<file path="src/arsm_pkg.sv">
package arsm_pkg;

  // Block dimensions.
  localparam int ANTENNAS = 4;
  localparam int HISTORY  = 8;

  // Derived widths.
  localparam int ANT_W    = (ANTENNAS > 1) ? $clog2(ANTENNAS) : 1;
  localparam int SLOT_W   = (HISTORY > 1) ? $clog2(HISTORY) : 1;
  localparam int CNT_W    = $clog2(HISTORY + 1);
  localparam int SUM_W    = $clog2(HISTORY) + 8;
  localparam int MAG_W    = SUM_W;
  localparam int ITER_W   = $clog2(MAG_W + 1);
  localparam int RING_D   = ANTENNAS * HISTORY;
  localparam int RING_AW  = (RING_D > 1) ? $clog2(RING_D) : 1;

  // Configuration register word indexes.
  localparam logic REG_THRESHOLD = 1'b0;
  localparam logic [7:0] THRESHOLD_RESET = 8'd10;

  // Input beat.
  typedef struct packed {
    logic [3:0]        antenna_index;
    logic signed [7:0] rssi_sample;
  } in_beat_t;

  // Result beat.
  typedef struct packed {
    logic              accepted;
    logic signed [7:0] antenna_average;
    logic [7:0]        average_spread;
    logic              weak_antenna;
    logic [4:0]        antennas_seen;
  } out_beat_t;

  // Divider request and status.
  typedef struct packed {
    logic                    start;
    logic signed [SUM_W-1:0] dividend;
    logic [CNT_W-1:0]        divisor;
  } div_req_t;

  typedef struct packed {
    logic busy;
    logic done;
  } div_status_t;

  // Sequencer states.
  typedef enum logic [2:0] {
    S_IDLE,
    S_UPDATE,
    S_DIV,
    S_SCAN,
    S_FINISH
  } seq_state_t;

  // Ring address of one antenna's slot.
  function automatic logic [RING_AW-1:0] ring_addr(input logic [ANT_W-1:0] ant,
                                                   input logic [SLOT_W-1:0] slot);
    logic [RING_AW+SLOT_W:0] full;
    full = (RING_AW+SLOT_W+1)'(ant) * (RING_AW+SLOT_W+1)'(HISTORY)
           + (RING_AW+SLOT_W+1)'(slot);
    return full[RING_AW-1:0];
  endfunction

endpackage

</file>
<file path="src/arsm_ring.sv">
module arsm_ring
  import arsm_pkg::*;
(
  input  logic                clk,
  input  logic                we,
  input  logic [RING_AW-1:0]  waddr,
  input  logic signed [7:0]   wdata,
  input  logic                re,
  input  logic [RING_AW-1:0]  raddr,
  output logic signed [7:0]   rdata_r
);

  // Sample history of all antennas, one row of HISTORY entries per antenna.
  logic signed [7:0] mem [RING_D];

  // Write port.
  always_ff @(posedge clk) begin
    if (we) begin
      mem[waddr] <= wdata;
    end
  end

  // Registered read port.
  always_ff @(posedge clk) begin
    if (re) begin
      rdata_r <= mem[raddr];
    end
  end

endmodule

</file>
<file path="src/arsm_div.sv">
module arsm_div
  import arsm_pkg::*;
(
  input  logic              clk,
  input  logic              rst_n,
  input  div_req_t          req,
  output div_status_t       status,
  output logic signed [7:0] quotient
);

  logic              busy_r, busy_nxt;
  logic              done_r, done_nxt;
  logic              neg_r, neg_nxt;
  logic [ITER_W-1:0] iter_r, iter_nxt;
  logic [MAG_W-1:0]  q_r, q_nxt;
  logic [CNT_W-1:0]  rem_r, rem_nxt;
  logic [CNT_W-1:0]  dvsr_r, dvsr_nxt;
  logic [CNT_W:0]    rem_sh;
  logic              fits;

  // One restoring step: shift in the next dividend bit and try a subtract.
  assign rem_sh = {rem_r, q_r[MAG_W-1]};
  assign fits   = (rem_sh >= {1'b0, dvsr_r});

  always_comb begin
    busy_nxt = busy_r;
    done_nxt = 1'b0;
    neg_nxt  = neg_r;
    iter_nxt = iter_r;
    q_nxt    = q_r;
    rem_nxt  = rem_r;
    dvsr_nxt = dvsr_r;
    if (req.start) begin
      busy_nxt = 1'b1;
      neg_nxt  = req.dividend[SUM_W-1];
      q_nxt    = req.dividend[SUM_W-1] ? MAG_W'(-req.dividend) : MAG_W'(req.dividend);
      rem_nxt  = '0;
      dvsr_nxt = req.divisor;
      iter_nxt = ITER_W'(MAG_W);
    end else if (busy_r) begin
      q_nxt    = {q_r[MAG_W-2:0], fits};
      rem_nxt  = fits ? CNT_W'(rem_sh - {1'b0, dvsr_r}) : rem_sh[CNT_W-1:0];
      iter_nxt = iter_r - ITER_W'(1);
      if (iter_r == ITER_W'(1)) begin
        busy_nxt = 1'b0;
        done_nxt = 1'b1;
      end
    end
  end

  always_ff @(posedge clk) begin
    if (!rst_n) begin
      busy_r <= 1'b0;
      done_r <= 1'b0;
    end else begin
      busy_r <= busy_nxt;
      done_r <= done_nxt;
    end
  end

  always_ff @(posedge clk) begin
    neg_r  <= neg_nxt;
    iter_r <= iter_nxt;
    q_r    <= q_nxt;
    rem_r  <= rem_nxt;
    dvsr_r <= dvsr_nxt;
  end

  // Quotient magnitude never exceeds 128, so eight bits carry the signed result.
  assign quotient    = neg_r ? 8'(-q_r) : 8'(q_r);
  assign status.busy = busy_r;
  assign status.done = done_r;

endmodule

</file>
<file path="src/antenna_rssi_spread_monitor.sv">
// Antenna RSSI spread monitor. Each input beat carries one RSSI sample and an
// antenna index; every input beat produces exactly one result beat with the
// antenna's new rolling average over its last HISTORY samples, the spread
// between the largest and smallest average of all antennas holding samples,
// the weak flag (spread at or above the threshold, or the previous flag for a
// dropped sample) and the highest accepted index plus one. A sample whose
// index is ANTENNAS or more is dropped and reported with accepted low. An
// accepted sample passes through the update, the bit-serial divider, which
// forms one quotient bit per cycle, and the spread scan, which visits one
// antenna per cycle; a dropped one goes straight to the scan. in_stall is
// high while a sample is at work; a result waits in the output register
// while the next sample is taken.
// The threshold is written at byte address 0 over the APB-style port.
module antenna_rssi_spread_monitor
  import arsm_pkg::*;
(
  input  logic        clk,
  input  logic        rst_n,
  input  logic        in_valid,
  output logic        in_stall,
  input  in_beat_t    in_data,
  output logic        out_valid,
  input  logic        out_stall,
  output out_beat_t   out_data,
  input  logic        psel,
  input  logic        penable,
  input  logic        pwrite,
  input  logic [2:0]  paddr,
  input  logic [31:0] pwdata,
  output logic [31:0] prdata,
  output logic        pready
);

  seq_state_t state_r, state_nxt;

  logic [7:0]              threshold_r;
  logic [CNT_W-1:0]        fill_count_r [ANTENNAS];
  logic [SLOT_W-1:0]       write_slot_r [ANTENNAS];
  logic signed [SUM_W-1:0] running_sum_r [ANTENNAS];
  logic signed [7:0]       rolling_avg_r [ANTENNAS];
  logic                    weak_flag_r;
  logic [4:0]              highest_seen_r;

  logic [ANT_W-1:0]  ant_r;
  logic signed [7:0] rssi_r;
  logic              take_r;
  logic [ANT_W-1:0]  scan_idx_r;
  logic              any_r;
  logic signed [7:0] lo_r, hi_r;

  logic              out_valid_r;
  out_beat_t         out_data_r;

  logic              in_fire;
  logic              in_range;
  logic [ANT_W-1:0]  in_ant;
  logic              out_free;
  logic              scan_last;
  logic              ring_we, ring_re;
  logic [RING_AW-1:0] ring_raddr, ring_waddr;
  logic signed [7:0] ring_rdata;
  logic              full;
  logic signed [SUM_W-1:0] sum_new;
  logic [CNT_W-1:0]  fill_new;
  logic [4:0]        seen_cand;
  logic signed [7:0] scan_avg;
  logic              scan_has;
  logic [7:0]        spread;
  logic              weak_new;
  div_req_t          div_req;
  div_status_t       div_st;
  logic signed [7:0] div_q;

  // Handshake decode.
  assign in_fire   = in_valid && !in_stall;
  assign in_range  = ({1'b0, in_data.antenna_index} < 5'(ANTENNAS));
  assign in_ant    = in_data.antenna_index[ANT_W-1:0];
  assign out_free  = !out_valid_r || !out_stall;
  assign scan_last = (scan_idx_r == ANT_W'(ANTENNAS - 1));

  // Configuration port.
  assign pready = 1'b1;
  assign prdata = (paddr[2] == REG_THRESHOLD) ? {24'd0, threshold_r} : 32'd0;

  always_ff @(posedge clk) begin
    if (!rst_n) begin
      threshold_r <= THRESHOLD_RESET;
    end else if (psel && penable && pwrite && pready && paddr[2] == REG_THRESHOLD) begin
      threshold_r <= pwdata[7:0];
    end
  end

  // Sample ring and the update of the antenna's sum.
  assign ring_re    = in_fire && in_range;
  assign ring_raddr = ring_addr(in_ant, write_slot_r[in_ant]);
  assign ring_waddr = ring_addr(ant_r, write_slot_r[ant_r]);
  assign full       = (fill_count_r[ant_r] >= CNT_W'(HISTORY));
  assign sum_new    = (full ? running_sum_r[ant_r] - SUM_W'(ring_rdata)
                            : running_sum_r[ant_r]) + SUM_W'(rssi_r);
  assign fill_new   = full ? fill_count_r[ant_r] : fill_count_r[ant_r] + CNT_W'(1);
  assign seen_cand  = 5'(ant_r) + 5'd1;

  arsm_ring u_ring (
    .clk     (clk),
    .we      (ring_we),
    .waddr   (ring_waddr),
    .wdata   (rssi_r),
    .re      (ring_re),
    .raddr   (ring_raddr),
    .rdata_r (ring_rdata)
  );

  // Shared divider for sum over fill count.
  assign div_req.start    = (state_r == S_UPDATE);
  assign div_req.dividend = sum_new;
  assign div_req.divisor  = fill_new;

  arsm_div u_div (
    .clk      (clk),
    .rst_n    (rst_n),
    .req      (div_req),
    .status   (div_st),
    .quotient (div_q)
  );

  // Spread scan, one antenna per cycle.
  assign scan_avg = rolling_avg_r[scan_idx_r];
  assign scan_has = (fill_count_r[scan_idx_r] != '0);
  assign spread   = any_r ? 8'(hi_r - lo_r) : 8'd0;
  assign weak_new = take_r ? (spread >= threshold_r) : weak_flag_r;

  // Sequencer next state and strobes.
  always_comb begin
    state_nxt = state_r;
    in_stall  = 1'b1;
    ring_we   = 1'b0;
    unique case (state_r)
      S_IDLE: begin
        in_stall = 1'b0;
        if (in_valid) begin
          state_nxt = in_range ? S_UPDATE : S_SCAN;
        end
      end
      S_UPDATE: begin
        ring_we   = 1'b1;
        state_nxt = S_DIV;
      end
      S_DIV: begin
        if (div_st.done) begin
          state_nxt = S_SCAN;
        end
      end
      S_SCAN: begin
        if (scan_last) begin
          state_nxt = S_FINISH;
        end
      end
      S_FINISH: begin
        if (out_free) begin
          state_nxt = S_IDLE;
        end
      end
      default: state_nxt = S_IDLE;
    endcase
  end

  always_ff @(posedge clk) begin
    if (!rst_n) begin
      state_r <= S_IDLE;
    end else begin
      state_r <= state_nxt;
    end
  end

  // Per-antenna state and the flags kept across samples.
  always_ff @(posedge clk) begin
    if (!rst_n) begin
      for (int i = 0; i < ANTENNAS; i++) begin
        fill_count_r[i]  <= '0;
        write_slot_r[i]  <= '0;
        running_sum_r[i] <= '0;
        rolling_avg_r[i] <= '0;
      end
      weak_flag_r    <= 1'b0;
      highest_seen_r <= '0;
    end else begin
      if (state_r == S_UPDATE) begin
        fill_count_r[ant_r]  <= fill_new;
        running_sum_r[ant_r] <= sum_new;
        write_slot_r[ant_r]  <= (write_slot_r[ant_r] == SLOT_W'(HISTORY - 1))
                                ? '0 : write_slot_r[ant_r] + SLOT_W'(1);
        if (seen_cand > highest_seen_r) begin
          highest_seen_r <= seen_cand;
        end
      end
      if (state_r == S_DIV && div_st.done) begin
        rolling_avg_r[ant_r] <= div_q;
      end
      if (state_r == S_FINISH && out_free) begin
        weak_flag_r <= weak_new;
      end
    end
  end

  // Latched sample and scan registers.
  always_ff @(posedge clk) begin
    if (in_fire) begin
      ant_r      <= in_ant;
      rssi_r     <= in_data.rssi_sample;
      take_r     <= in_range;
      scan_idx_r <= '0;
      any_r      <= 1'b0;
    end else if (state_r == S_SCAN) begin
      if (scan_has) begin
        if (!any_r || scan_avg < lo_r) begin
          lo_r <= scan_avg;
        end
        if (!any_r || scan_avg > hi_r) begin
          hi_r <= scan_avg;
        end
        any_r <= 1'b1;
      end
      if (!scan_last) begin
        scan_idx_r <= scan_idx_r + ANT_W'(1);
      end
    end
  end

  // Output register.
  always_ff @(posedge clk) begin
    if (!rst_n) begin
      out_valid_r <= 1'b0;
    end else if (state_r == S_FINISH && out_free) begin
      out_valid_r <= 1'b1;
    end else if (!out_stall) begin
      out_valid_r <= 1'b0;
    end
  end

  always_ff @(posedge clk) begin
    if (state_r == S_FINISH && out_free) begin
      out_data_r.accepted        <= take_r;
      out_data_r.antenna_average <= take_r ? rolling_avg_r[ant_r] : 8'sd0;
      out_data_r.average_spread  <= spread;
      out_data_r.weak_antenna    <= weak_new;
      out_data_r.antennas_seen   <= highest_seen_r;
    end
  end

  assign out_valid = out_valid_r;
  assign out_data  = out_data_r;

  // A dropped sample reports a zero average.
  a_drop_zero: assert property (@(posedge clk) disable iff (!rst_n)
    out_valid_r && !out_data_r.accepted |-> out_data_r.antenna_average == 8'sd0)
    else $error("dropped sample reported a nonzero average");

  // An accepted sample always leaves at least one antenna seen.
  a_seen: assert property (@(posedge clk) disable iff (!rst_n)
    out_valid_r && out_data_r.accepted |-> out_data_r.antennas_seen != 5'd0)
    else $error("accepted sample with no antenna seen");

  // The divider only finishes while the sequencer waits for it.
  a_div_done: assert property (@(posedge clk) disable iff (!rst_n)
    div_st.done |-> state_r == S_DIV)
    else $error("divider finished outside its wait state");

  // A fresh result on an accepted sample carries the threshold comparison.
  a_weak: assert property (@(posedge clk) disable iff (!rst_n)
    $rose(out_valid_r) && out_data_r.accepted |->
      out_data_r.weak_antenna == (out_data_r.average_spread >= threshold_r))
    else $error("weak flag disagrees with spread and threshold");

endmodule
</file>
<file path="config.mk">
export PLATFORM = sky130hd
export DESIGN_NAME = antenna_rssi_spread_monitor
export DESIGN_NICKNAME = d
export VERILOG_FILES = /design/src/arsm_pkg.sv /design/src/arsm_ring.sv /design/src/arsm_div.sv /design/src/antenna_rssi_spread_monitor.sv
export SDC_FILE = /design/constraint.sdc
export NUM_CORES = 1
export LEC_CHECK = 0
export ABC_AREA = 1
export BUFFER_PORTS_ARGS = -buffer_cell sky130_fd_sc_hd__buf_2
export CAP_MARGIN = 20
export CORE_ASPECT_RATIO = 0.75
export CORE_MARGIN = 2
export CORE_UTILIZATION = 42
export CTS_CLUSTER_SIZE = 30
export DETAILED_ROUTE_END_ITERATION = 10
export HOLD_SLACK_MARGIN = 0.06
export PLACE_DENSITY_LB_ADDON = 0.2
export SYNTH_ARGS = -nofsm -noshare
export SYNTH_HDL_FRONTEND = slang
export SYNTH_SLANG_ARGS = --single-unit
export TNS_END_PERCENT = 1
</file>
<file path="constraint.sdc">
create_clock -name clk -period 6.2 [get_ports clk]
set_input_delay 0 -clock clk [delete_from_list [all_inputs] [get_ports clk]]
set_output_delay 0 -clock clk [all_outputs]
set_load 0.005 [all_outputs]
</file>
---- After elaboration in Yosys (flattened, before gate mapping) ----
Memories as Yosys holds them, arrays and structs flattened. A register that Yosys moved wholly into a read port is not among the register bits.
Cells that the tools add are included.
word-level totals
  bits in registers ....................... 89
  bits in writable memories ............... 360
  input port bits ......................... 54
  output and inout port bits .............. 58
  word-level logic and storage cells ...... 145
  memories kept ........................... 5
cells by class
  add/subtract/negate cells ............... 13
  $lt $le $gt $ge ......................... 7
  equality and inequality tests ........... 12
  muxes and demuxes ....................... 52
  bitwise gates (word level) .............. 5
  reductions and logical operators ........ 28
memory list
  name           depth  width  read ports  clocked after memory_dff  wr ports  RTL line                           text
  u_ring.mem     32     8      1           1                         1         arsm_ring.sv:14                    logic signed [7:0] mem [RING_D];
  running_sum_r  4      11     1           1                         4         antenna_rssi_spread_monitor.sv:39  logic signed [SUM_W-1:0] running_sum_r [ANTENNAS];
  rolling_avg_r  4      8      2           2                         4         antenna_rssi_spread_monitor.sv:40  logic signed [7:0] rolling_avg_r [ANTENNAS];
  fill_count_r   4      4      2           2                         4         antenna_rssi_spread_monitor.sv:37  logic [CNT_W-1:0] fill_count_r [ANTENNAS];
  write_slot_r   4      3      2           1                         4         antenna_rssi_spread_monitor.sv:38  logic [SLOT_W-1:0] write_slot_r [ANTENNAS];
operator list
  cell                                                                   number
  11-bit 2-to-1 mux                                                      5
  8-bit 2-to-1 mux                                                       4
  2-bit 2-to-1 mux                                                       12
  1-bit 2-to-1 mux                                                       21
  3-bit 2-to-1 mux                                                       6
  3-bit one-hot mux with 5 select lines                                  1
  4-bit 2-to-1 mux                                                       3
  4-bit AND reduction                                                    3
  11-bit by 8-bit adder with 11-bit output                               1
  11-bit negation                                                        1
  11-bit OR reduction                                                    1
  11-bit by 8-bit subtractor with 11-bit output                          1
  5-bit by 3-bit adder with 5-bit output                                 2
  8-bit >= comparator                                                    1
  8-bit > comparator                                                     1
  8-bit < comparator                                                     1
  8-bit negation                                                         1
  8-bit OR reduction                                                     1
  8-bit subtractor                                                       1
  1-bit logical AND                                                      7
  3-bit by 2-bit equality test with 1-bit output, second input constant  2
  3-bit equality test, second input constant                             2
  2-bit != test, second input constant                                   3
  2-bit AND reduction                                                    3
  22 further kinds                                                       33

---- Depth between registers and ports, before layout ----
Gate-level depths: netlist of the first run.
  depth in word-level cells ............... 7
  depth in mapped cells ................... 30
  gate-level depth less buffers ........... 28

---- By module ----
Synthesis of the first run repeated with hierarchy kept, for this count alone.
unflattened totals
  cell total of the unflattened synthesis .. 2,184
  area, all modules ....................... 22,238.8 um^2
modules (own cells, without submodules)
  module                       times used  cells an instance  area an instance (um^2)  sequential area each (um^2)
  arsm_ring                    1           922                10,866.7                 7,927.6
  antenna_rssi_spread_monitor  1           1,057              9,739.3                  5,024.8
  arsm_div                     1           205                1,632.8                  680.7

---- Worst setup path after synthesis of the first run ----
OpenSTA, ideal clock, no wires.
  path kind ............................... flip-flop to flip-flop
  start point ............................. reg (tool-made name)
  end point ............................... reg u_div.q_r[9], data pin
  setup time .............................. 255 ps
  data arrival time ....................... 4,014 ps
  required time ........................... 5,945 ps
  slack ................................... 1,932 ps
  stages on the path, launching flop included .. 27
  buffers on the path ..................... 3
  clock period less this slack ............ 4,268 ps
  cell sequence ........................... dfxtp_1 buf_4 clkbuf_1 clkbuf_1 o21ai_0 o22ai_1 ha_1 nand2_1 o21ai_0 a21oi_1 o21ai_0 nand2_1 a21oi_1 xnor2_1 o21ai_0 ha_1 a21oi_1 o21a_1 nand2_1 nand2_1 nand2_1 a21oi_1 nand3_2 nand2_2 nand2_1 nand3_1 nand2_1
RTL lines
  what                  RTL line        text
  end signal, assigned  arsm_div.sv:64  q_r <= q_nxt;
  end, declared         arsm_div.sv:15  logic [MAG_W-1:0] q_r, q_nxt;

==> out/metrics.csv, run 1 <==
metric,value,unit
dieHeight,202,um
setup_viol,0,
cts_buffers,49,
portBuffers,58,
crit_type,flop to flop,
fp.coreArea,0.0517,mm^2
drtPass1Iterations,6,
p_sw,0.00337,W
grt_pass1_vias,14992,
regArea,0.0136,mm^2
n_antenna_cell,0,
netlist_area,0.0220,mm^2
grt_pass1_wl,85.9,mm
worst_setup_path_start_kind,flop,
rows,72,
max_stage_delay,0.39,ns
nNetsFinal,2344,
utilization,0.482,
drtIter0Drc,1520,
gr-total-overflow,0,
cts_buffer_depth,3,
antenna_found_initial,0,
cap_violations,0,
ys_async_sr_fraction,0,
seq_power_share,0.397,
dieArea,0.0543,mm^2
via_per_inst,5.28,
yosysTopAreaCellShare,0.589,
clock_latency,0.61,ns
grt_util_all_layers,0.206,
multi_input_area,0.00715,mm^2
crit_cells,25,
synth_cell_types,54,
synth_largest_area_cell,edfxtp_1,
nFillCells,4713,
pwr-share-comb,0.292,
rsz0062_at_grt,no,
final_cell_mix,"nor2_1 (442), edfxtp_1 (432), nand2_1 (282)",
synth-simple-area-share,0.158,
power,0.00975,W
critPathMaxFanout,15,
die_w,268,um
whs_path_depth,2,
syn_inst,2127,
final-max-slew-violation-count,0,
outcome,"complete, no violations",
ios,112,
worst_path_max_delay_cell,inv_1,
synth_edf_count,432,
drive_gt1_frac,0.0813,
synth_xor_area_frac,0.0115,
drc,0,
period_needed,4.93,ns
setup_tns,0,ns
root_buffer,clkbuf_16,
r2r_slack,1.27,ns
totalWireLength,55.4,mm
p_int,0.00638,W
ctsHtreeMaxLevel,2,
relSlewSlack,0.309,
p_leak,9.62,nW
worstMarginPinSlew,1.04,ns
worstPathRequired,6.55,ns
hold_violations,0,
power.density,391,mW/mm^2
wl_per_cell,18.8,um
vias,15588,
ys_ff_latch,465,
hold_path.class,input port to flop,
path_delay_family,compound AO/OA/AOI/OAI gates,
crit_arrival,5.28,ns
seq_area_frac_synth,0.619,
worstReg2RegEnd,u_div.q_r[1],
synth_fa_ha_area_frac,0.0462,
grt_max_degree,88,
ff2ff_path_depth,25,
yosysWarnings,0,
p_clk_frac,0.311,
switching_share,0.345,
gp_congestion,0.869,
clock_sinks,465,
crit_top_cell,nand2_1,
dp_hpwl,35.0,mm
max_freq,0.203,GHz
end_kind,flop,
initial_core_util,0.426,
synth_area_per_cell,10.4,um^2
worst-path-buf-inv,2,
cts_tree,built,
clkTransAtPathRegs,0.06,ns
ys.flop_type,edfxtp_1,
synth_mux_area_frac,0.000454,
vdd_drop_max,247,uV
finalCritPeriodShare,0.795,
ant_nets,0,
synth_top_family_by_area,simple AND/OR/NAND/NOR gates,
synthToLayoutAreaGrowth,13.0,%
final_common_cell,nor2_1,
synthTopCellsByArea,"edfxtp_1 (59%), nor2_1 (7.5%), nand2_1 (4.8%)",
cp-endpoint,u_div.q_r[1],
synth_compound_area_frac,0.103,
fin_skew,0.0288,ns
cell usage after synthesis (4+ instances only):
library cell / count
nor2_1: 442
edfxtp_1: 432
nand2_1: 283
inv_1: 186
o21ai_0: 163
nand3_1: 96
a21oi_1: 95
ha_1: 75
o311ai_0: 40
clkbuf_1: 39
buf_4: 36
dfxtp_1: 33
buf_2: 28
o22ai_1: 19
o211ai_1: 18
xor2_1: 18
o311ai_1: 17
nor3_1: 14
or2_2: 9
xnor2_1: 9
buf_1: 6
buf_6: 5
nand4_1: 5
a32oi_1: 4
fa_1: 4
inv_2: 4
kinds of logic after synthesis:
logic type,after synthesis
other,2
buffers and inverters,307
flip-flops,465
adder cells (fa/ha/maj),79
XOR/XNOR,28
AND/OR/NAND/NOR,866
AO/OA/AOI/OAI,379
multiplexers,1
flip-flops by register name, summed over array words and instances, names as in the netlist, 11 cells and up, named ones only:
register	cells
write_slot_r	12
running_sum_r	44
rolling_avg_r	32
fill_count_r	16
u_div.q_r	11
u_ring.mem	256
out_data	21
worst register-to-register path, cell delays in order (launching register included):
cell,delay (ns)
dfxtp_1,0.29
buf_4,0.20
inv_1,0.40
o21ai_0,0.17
o22ai_1,0.33
ha_1,0.18
nand2_1,0.07
o21ai_0,0.26
a21oi_1,0.11
o21ai_0,0.33
nand2_1,0.09
a21oi_1,0.18
xnor2_1,0.08
o21ai_0,0.28
ha_1,0.32
a21oi_1,0.13
o21a_1,0.15
nand2_1,0.05
nand2_1,0.08
nand2_1,0.07
a21oi_1,0.21
nand3_2,0.23
nand2_2,0.23
nand2_1,0.07
nand3_1,0.07
nand2_1,0.08
how the worst min path moves through the flow:
stage	startpoint	end	slack, ns
final	in_data[2]	rssi_r[2]	0.11
after global routing	in_data[5]	rssi_r[5]	0.1
after CTS	in_data[2]	rssi_r[2]	0.07
after detailed placement	in_data[6]	rssi_r[6]	0.18
after global placement	in_data[7]	rssi_r[7]	0.18
after floorplan	in_data[8]	ant_r[0]	0.1
area by class of cell:
class,instances,share of cell area
sequential,465,0.547
multi-input combinational,1380,0.287
clock buffer,63,0.0534
tap,703,0.0353
timing repair buffer,122,0.0351
inverter,193,0.0291
clock inverter,28,0.0127
routing by layer:
layer / GRT usage / up-vias / wire [um]
met2: 0.306 / 493 / 23600
met5: 0 / - / 0
li1: - / 7508 / -
met4: 0.0456 / 0 / 883
met1: 0.312 / 7518 / 27000
met3: 0.0378 / 69 / 3920
power groups by stage:
| stage | sequential, W | combinational, W | clock, W |
|---|---|---|---|
| finish | 0.00387 | 0.00285 | 0.00304 |
| global route | 0.00389 | 0.00325 | 0.00322 |
| CTS | 0.00387 | 0.00284 | 0.00309 |
| detailed placement | 0.00393 | 0.00281 | 0 |
| global placement | 0.00393 | 0.00275 | 0 |
| floorplan | 0.00389 | 0.00207 | 0 |
timing repair:
| action | in CTS | in global routing |
|---|---|---|
| hold buffers | 41 | 0 |
| endpoints found under the hold margin | 73 | 0 |
| buffers inserted | 0 | 0 |
| resized for setup | 0 | 0 |
per-stage QoR:
stage | std cells | setup WS, ns | area (um^2) | hold slack (ns)
5_1_grt | 2954 | 0.670 | 24900 | 0.0953
6_report | 2954 | 1.27 | 24900 | 0.111
4_1_cts | 2954 | 1.34 | 24900 | 0.0698
3_3_place_gp | 2822 | 1.39 | 22900 | 0.181
3_5_place_dp | 2822 | 1.38 | 22900 | 0.179
2_1_floorplan | 2152 | 1.93 | 22100 | 0.0989
(Power assumes the default switching activity.)
==> inputs of run 2 (changes only) <==
==> constraint.sdc (replaced) <==
create_clock -name clk -period 4.84 [get_ports clk]
set_input_delay 0 -clock clk [delete_from_list [all_inputs] [get_ports clk]]
set_output_delay 0 -clock clk [all_outputs]
set_load 0.005 [all_outputs]
==> out/metrics.csv, run 2 (same netlist as run 1, synthesis figures left out) <==
metric,value,unit,change
setup_viol,0,,unchanged
hold_violations,0,,unchanged
nNetsFinal,2365,,was 2344
final_cell_mix,"nor2_1 (442), edfxtp_1 (432), nand2_1 (282)",,unchanged
max_freq,0.228,GHz,was 0.203 GHz
worst_setup_path_start_kind,flop,,unchanged
p_leak,9.66,nW,was 9.62 nW
dieHeight,202,um,unchanged
vdd_drop_max,237,uV,was 247 uV
initial_core_util,0.426,,unchanged
clkTransAtPathRegs,0.06,ns,about the same
wl_per_cell,19.2,um,was 18.8 um
top_register,u_ring.mem,,unchanged
synthToLayoutAreaGrowth,13.4,%,was 13.0%
cts_tree,built,,unchanged
clock_sinks,465,,unchanged
critPathMaxFanout,11,,was 15
clock_latency,0.61,ns,about the same
worst_path_max_delay_cell,fa_1,,was inv_1
fp.coreArea,0.0517,mm^2,unchanged
via_per_inst,5.30,,was 5.28
path_delay_family,simple AND/OR/NAND/NOR gates,,was compound AO/OA/AOI/OAI gates
power.density,498,mW/mm^2,was 391 mW/mm^2
grt_pass1_vias,14787,,was 15.0k
fin_skew,0.0326,ns,was 0.0288 ns
die_w,268,um,unchanged
grt_util_all_layers,0.209,,was 0.206
dp_hpwl,37.4,mm,was 35.0 mm
grt_pass1_wl,86.8,mm,was 85.9 mm
crit_arrival,4.72,ns,was 5.28 ns
vias,15757,,was 15.6k
gp_congestion,0.868,,was 0.869
whs_path_depth,2,,unchanged
relSlewSlack,0.323,,was 0.309
drc,0,,unchanged
final_common_cell,nor2_1,,unchanged
drive_gt1_frac,0.0837,,was 0.0813
worst-path-buf-inv,4,,was 2
dieArea,0.0543,mm^2,unchanged
ff2ff_path_depth,28,,was 25
totalWireLength,57.0,mm,was 55.4 mm
worstPathRequired,5.17,ns,was 6.55 ns
portBuffers,58,,unchanged
r2r_slack,0.45,ns,was 1.27 ns
gr-total-overflow,0,,unchanged
crit_top_cell,nand2_1,,unchanged
rsz0062_at_grt,no,,unchanged
hold_path.class,input port to flop,,unchanged
largest_register_ffs,256,,unchanged
root_buffer,clkbuf_16,,unchanged
worstMarginPinSlew,1.01,ns,was 1.04 ns
max_stage_delay,0.43,ns,was 0.39 ns
final-max-slew-violation-count,0,,unchanged
ant_nets,0,,unchanged
outcome,"complete, no violations",,unchanged
cts_buffer_depth,3,,unchanged
cp-endpoint,u_div.q_r[9],,was u_div.q_r[1]
cts_buffers,48,,was 49
whs,0.122,ns,was 0.111 ns
ios,112,,unchanged
crit_type,flop to flop,,unchanged
top_regs,"u_ring.mem: 256 flops, running_sum_r: 44 flops, rolling_avg_r: 32 flops",,unchanged
drtPass1Iterations,6,,unchanged
period_needed,4.39,ns,was 4.93 ns
antenna_found_initial,0,,unchanged
n_antenna_cell,0,,unchanged
worstReg2RegEnd,u_div.q_r[9],,was u_div.q_r[1]
post-route-worst-setup-slack,0.455,ns,was 1.27 ns
drtIter0Drc,1535,,was 1520
finalCritPeriodShare,0.906,,was 0.795
crit_cells,28,,was 25
setup_tns,0,ns,unchanged
rows,72,,unchanged
cap_violations,0,,unchanged
end_kind,flop,,unchanged
ctsHtreeMaxLevel,2,,unchanged
pre_cts_ws,0.243,ns,was 1.38 ns
grt_max_degree,80,,was 88
## run 2: how the worst min path moves through the flow
| stage | from | end |
|---|---|---|
| 6_report | in_data[5] | rssi_r[5] |
| 5_1_grt | in_data[5] | rssi_r[5] |
| 4_1_cts | in_data[5] | rssi_r[5] |
| 3_5_place_dp | in_data[4] | rssi_r[4] |
| 3_3_place_gp | in_data[0] | rssi_r[0] |
| 2_1_floorplan | in_data[8] | ant_r[0] |
## run 2: repair_timing
item	4_1_cts	5_1_grt
endpoints found under the hold margin	70	0
setup buffers	0	0
gates resized for setup	0	3
hold buffers	41	0
setup endpoints to repair	0	14
## run 2: final cells by class
class                           instances  area, um^2
Timing Repair Buffer                  144        1090
Tap cell                              703         880
Multi-Input combinational cell       1380        7150
Clock buffer                           70        1350
Clock inverter                         17         164
Sequential cell                       465       13600
Inverter                              193         724
Fill cell                            4685       26700
## run 2: metrics by stage
| step | instance area, um^2 | power [W] | std cells | util |
|---|---|---|---|---|
| 2_1_floorplan | 22100 | 0.00764 | 2152 | - |
| 3_3_place_gp | 23100 | 0.00877 | 2844 | 0.446 |
| 3_5_place_dp | 23100 | 0.00885 | 2844 | 0.446 |
| 4_1_cts | 25000 | 0.0125 | 2972 | 0.483 |
| 5_1_grt | 25000 | 0.0132 | 2972 | 0.483 |
| 6_report | 25000 | 0.0124 | 2972 | 0.483 |
## run 2: power by group
part	leakage, nW	switching, W	internal [W]
clock	0.729	0.00153	0.00208
sequential	4.31	0.000187	0.00478
combinational	4.62	0.00265	0.00123
## run 2: metal layers
| layer | global-route usage | wire, um |
|---|---|---|
| met5 | 0 | 0 |
| met4 | 0.0492 | 999 |
| met3 | 0.0497 | 5040 |
| met1 | 0.324 | 27400 |
| met2 | 0.294 | 23600 |
